**src/rtl/core/spr_pkg.sv**
```systemverilog
`default_nettype none
// ----------------------------------------------------------------------------
// spr_pkg: shared types and constants
// Command/status groups, state encoding and field widths of the resampler.
// ----------------------------------------------------------------------------
package spr_pkg;

    localparam int DATA_W      = 24;
    localparam int IDX_W       = 8;
    localparam int SUM_W       = 33;
    localparam int RATE_W      = 16;
    localparam int ACC_W       = 25;
    localparam int CNT_W       = 8;
    localparam int STORE_DEPTH = 256;
    localparam int N_W         = 9;

    localparam logic ACT_LOAD = 1'b0;
    localparam logic ACT_DRAW = 1'b1;

    typedef enum logic [2:0] {
        ST_IDLE,
        ST_DIV,
        ST_FIRST,
        ST_FETCH,
        ST_SCAN
    } state_t;

    typedef struct packed {
        logic load_we;
        logic draw_start;
        logic div_step;
        logic first_sum;
        logic scan;
        logic rd_zero;
    } cmd_t;

    typedef struct packed {
        logic first_draw;
        logic advance;
    } status_t;

endpackage
`default_nettype wire

```
**src/rtl/core/spr_ctrl.sv**
```systemverilog
`default_nettype none
// ----------------------------------------------------------------------------
// spr_ctrl: resampler controller
// Sequences load beats, the offset scaling, the weight fetch and the scan.
// ----------------------------------------------------------------------------
module spr_ctrl
(
    input  wire logic             clk,
    input  wire logic             rst_n,
    input  wire logic             start,
    input  wire logic             action,
    input  wire spr_pkg::status_t status,
    output spr_pkg::cmd_t         cmd,
    output logic                  busy
);

    spr_pkg::state_t state_reg;
    spr_pkg::state_t state_next;

    always_ff @(posedge clk or negedge rst_n)
    begin
        if (!rst_n)
        begin
            state_reg <= spr_pkg::ST_IDLE;
        end
        else
        begin
            state_reg <= state_next;
        end
    end

    always_comb
    begin
        state_next = state_reg;
        cmd        = '0;
        busy       = 1'b1;
        unique case (state_reg)
            spr_pkg::ST_IDLE:
            begin
                busy = 1'b0;
                if (start)
                begin
                    if (action == spr_pkg::ACT_LOAD)
                    begin
                        cmd.load_we = 1'b1;
                    end
                    else
                    begin
                        cmd.draw_start = 1'b1;
                        state_next     = status.first_draw ? spr_pkg::ST_DIV
                                                           : spr_pkg::ST_FETCH;
                    end
                end
            end
            spr_pkg::ST_DIV:
            begin
                cmd.div_step = 1'b1;
                cmd.rd_zero  = 1'b1;
                state_next   = spr_pkg::ST_FIRST;
            end
            spr_pkg::ST_FIRST:
            begin
                cmd.first_sum = 1'b1;
                state_next    = spr_pkg::ST_SCAN;
            end
            spr_pkg::ST_FETCH:
            begin
                state_next = spr_pkg::ST_SCAN;
            end
            spr_pkg::ST_SCAN:
            begin
                cmd.scan = 1'b1;
                if (!status.advance)
                begin
                    state_next = spr_pkg::ST_IDLE;
                end
            end
            default:
            begin
                state_next = spr_pkg::ST_IDLE;
            end
        endcase
    end

endmodule
`default_nettype wire

```
**config.mk**
```make
export PLATFORM = sky130hd
export DESIGN_NAME = spr_ctrl
export DESIGN_NICKNAME = d
export VERILOG_FILES = /design/src/rtl/core/spr_pkg.sv /design/src/rtl/core/spr_ctrl.sv
export SDC_FILE = /design/constraint.sdc
export NUM_CORES = 1
export LEC_CHECK = 0
export BUFFER_PORTS_ARGS = -buffer_cell sky130_fd_sc_hd__buf_2
export CORE_AREA = 2 2 39 41
export CTS_CLUSTER_SIZE = 24
export DETAILED_ROUTE_END_ITERATION = 12
export DIE_AREA = 0 0 41 43
export PLACE_DENSITY_LB_ADDON = 0.15
export SLEW_MARGIN = 20
export SYNTH_ARGS = -nofsm -noshare
export SYNTH_HDL_FRONTEND = slang
export SYNTH_SLANG_ARGS = --single-unit
```
**constraint.sdc**
```tcl
create_clock -name clk -period 3.4 [get_ports clk]
set_clock_uncertainty 0.15 [all_clocks]
set_input_delay 0.34 -clock clk [delete_from_list [all_inputs] [get_ports clk]]
set_output_delay 0.34 -clock clk [all_outputs]
set_load 0.02 [all_outputs]
```
==> results.yml <==
sta:
  period_minus_slack_ns: 1.91
  hold_viol: 0
  period_share_pct: 56.3
  fmaxAchievable_mhz: 523
  relSlewSlack_pct: 85.3
  setup_viol: 0
  worst_pin_slew_ns: 0.219
  finalSetupTns_ns: 0
  rsz0062_at_grt: "false"
  maxSlewViolCount: 0
route:
  via_per_inst: 3.68
  drtIter0Drc: 3
  wl_per_cell_um: 9.10
  drc: 0
  wl_um: 455
  vias: 184
  ant_nets: 0
  firstDrtPassIters: 2
power:
  finalPower_mw: 0.238
  p_leak_nw: 0.141
  peakVddDrop_v: 0.000325
  power_density_mw_per_mm2: 842
clock_network:
  cts_buffer_depth: 2
  cts.clk_slew.worst_paths_ns: 0.04
  root_buffer: "clkbuf_4"
  post-cts-setup-buffers: 0
  cts_buffers: 3
  hold_buffers: 1
  tritoncts: "built"
  cts.sink_count: 3
  h-tree-depth: 1
  clock_latency_ns: 0.23
  cts_resized: 0
global_routing:
  grt_pass1_vias: 163
  grt_pass1_wl_um: 676
  gr-usage-all-layers_pct: 6.74
  globalRoute.totalOverflow: 0
  grt_start_max_net_pins: 8
  antenna_found_initial: 0
cells_and_area:
  stdcell_count: 50
  areaGrowthSynthToFinish_pct: 62.6
  n_fill_cell: 162
  n_antenna_cell: 0
  layout-drive-gt1-share_pct: 50.0
  fin_area_um2: 283
  fin_nets: 41
  largest_reg_flops: 3
floorplan:
  rows: 14
  die_w_um: 41
  core_mm2: 0.00138
  die_y_um: 43
  die_area_mm2: 0.00176
  io_pins: 13
  start_util_pct: 12.6
synthesis:
  yosys.area_share.simple_pct: 41.7
  yosys.area.top_type: "dfrtp_1"
  syn-instance-count: 18
  synth_top_family_by_area: "simple AND/OR/NAND/NOR gates"
  syn_area_um2: 174
  muxShareOfSynthArea_pct: 0
  synthesis.nets: 24
  avgSynthCellArea_um2: 9.66
  synthDistinctLibCells: 13
  synth-seq-area-share_pct: 43.2
  yosys_most_used_dff: "dfrtp_1"
  synthAdderAreaFrac_pct: 0
  yosysMostFrequentCell: "dfrtp_1"
  ys_ff_latch: 3
  synthTopCellsByCount: "dfrtp_1 (3), nand2_1 (2), nor2_1 (2), nor3b_1 (2)"
  yosysTopAreaCellShare_pct: 43.2
  synth-compound-area-share_pct: 8.63
  synth.area.top_cells: "dfrtp_1 (43%), nor3b_1 (8.6%), nor3b_2 (7.2%), or3_4 (6.5%), a211oi_1 (4.3%)"
  yosysWarnings: 0
  synth-edff-count: 0
  synthXorXnorAreaFrac_pct: 0
  ys_async_sr_fraction_pct: 100
setup_path:
  timing.rr.end: "state_reg[0]"
  slowest_delay_ns: 0.43
  cp.required_ns: 2.91
  critPathCapture: "cmd[5]"
  cp-start-kind: "flip-flop"
  r2r_cells: 2
  rr_startpoint: "state_reg[2]"
  critical_path_class: "flip-flop to primary output"
  cp-end-kind: "primary output"
  path_buf_inv: 1
  crit_chain: "or3_4 > nor3b_2 > buf_2"
  crit_path_max_fanout: 7
  rrSetupSlack_ns: 2.21
  cp_top_family: "simple AND/OR/NAND/NOR gates"
  slowest_stage: "dfrtp_1"
  critPathLaunch: "state_reg[2]"
  cp.depth: 3
  worst_ep_arrival_time_ns: 1.42
worst_hold_path:
  hold_class: "input port to flip-flop"
outcome:
  status: "finished, final reports clean"
job:
  cap_violations: 0
placement:
  gp_congestion: 0.648
  dp_cells: 45
  io_buffers: 12
  placed_area_um2: 246
[routing by layer]
| metal | up-vias | share of wire, % | GRT usage [%] | wire length, um |
|---|---|---|---|---|
| li1 | 93 | - | - | - |
| met1 | 82 | 42 | 7.77 | 189 |
| met2 | 9 | 51 | 6.88 | 231 |
| met3 | 0 | 7.5 | 3.14 | 34 |
| met4 | 0 | 0 | 10.0 | 0 |
| met5 | - | 0 | 0 | 0 |
[tightest hold or removal path: cells and delay by family]
kind	cells	cell delay [ns]
buffers and inverters	1	0.09
AND/OR/NAND/NOR	1	0.06
AO/OA/AOI/OAI	1	0.06
[cell usage in the layout, fill, tap and decap left out]
| master | n |
|---|---|
| buf_2 | 12 |
| clkbuf_4 | 3 |
| dfrtp_1 | 3 |
| nor3b_1 | 2 |
| nand2_1 | 2 |
| nor2_1 | 2 |
| inv_1 | 1 |
| nor3_1 | 1 |
| or3_4 | 1 |
| nor3b_2 | 1 |
| nand3b_1 | 1 |
| a211oi_1 | 1 |
| nand2b_1 | 1 |
| o31ai_1 | 1 |
| clkbuf_1 | 1 |
| dlygate4sd3_1 | 1 |
[cells by family (layout without fill, tap and decap cells)]
family,count (synthesis),after routing
buffers and inverters,2,18
DFF,3,3
and+or+nand+nor,11,11
AOI/OAI and AO/OA,2,2
[metrics by stage]
stage / hold WS [ns] / utilization, % / setup slack, ns
2_1_floorplan: -0.106 / - / 1.67
6_report: 0.212 / 20.4 / 1.49
3_3_place_gp: -0.00990 / 17.8 / 1.73
5_1_grt: 0.226 / 20.4 / 1.41
4_1_cts: 0.202 / 20.4 / 1.46
3_5_place_dp: -0.0108 / 17.8 / 1.73
[where the power goes]
part / internal, mW / leakage (nW) / switching, mW
sequential: 0.0473 / 0.0398 / 0.0191
combinational: 0.0461 / 0.0867 / 0.0628
clock: 0.0440 / 0.0150 / 0.0188
[worst min path at each step]
stage	from	slack (ns)	to	cells past startpoint
floorplan	rst_n	-0.11	state_reg[0]	0
CTS	start	0.20	state_reg[0]	3
detailed placement	rst_n	-0.01	state_reg[0]	1
global route	start	0.23	state_reg[0]	3
global placement	rst_n	-0.01	state_reg[2]	1
finish	status[0]	0.21	state_reg[2]	3
[final cells by class]
| type | instances | area (um2) | area share (%) |
|---|---|---|---|
| clock buffers | 4 | 26.3 | 9.29 |
| well taps | 16 | 20.0 | 7.08 |
| flip-flops and latches | 3 | 75.1 | 26.5 |
| multi-input cells | 13 | 87.6 | 31.0 |
| inverters | 1 | 3.75 | 1.33 |
| repair buffers | 13 | 70.1 | 24.8 |
(Power assumes the default switching activity.)
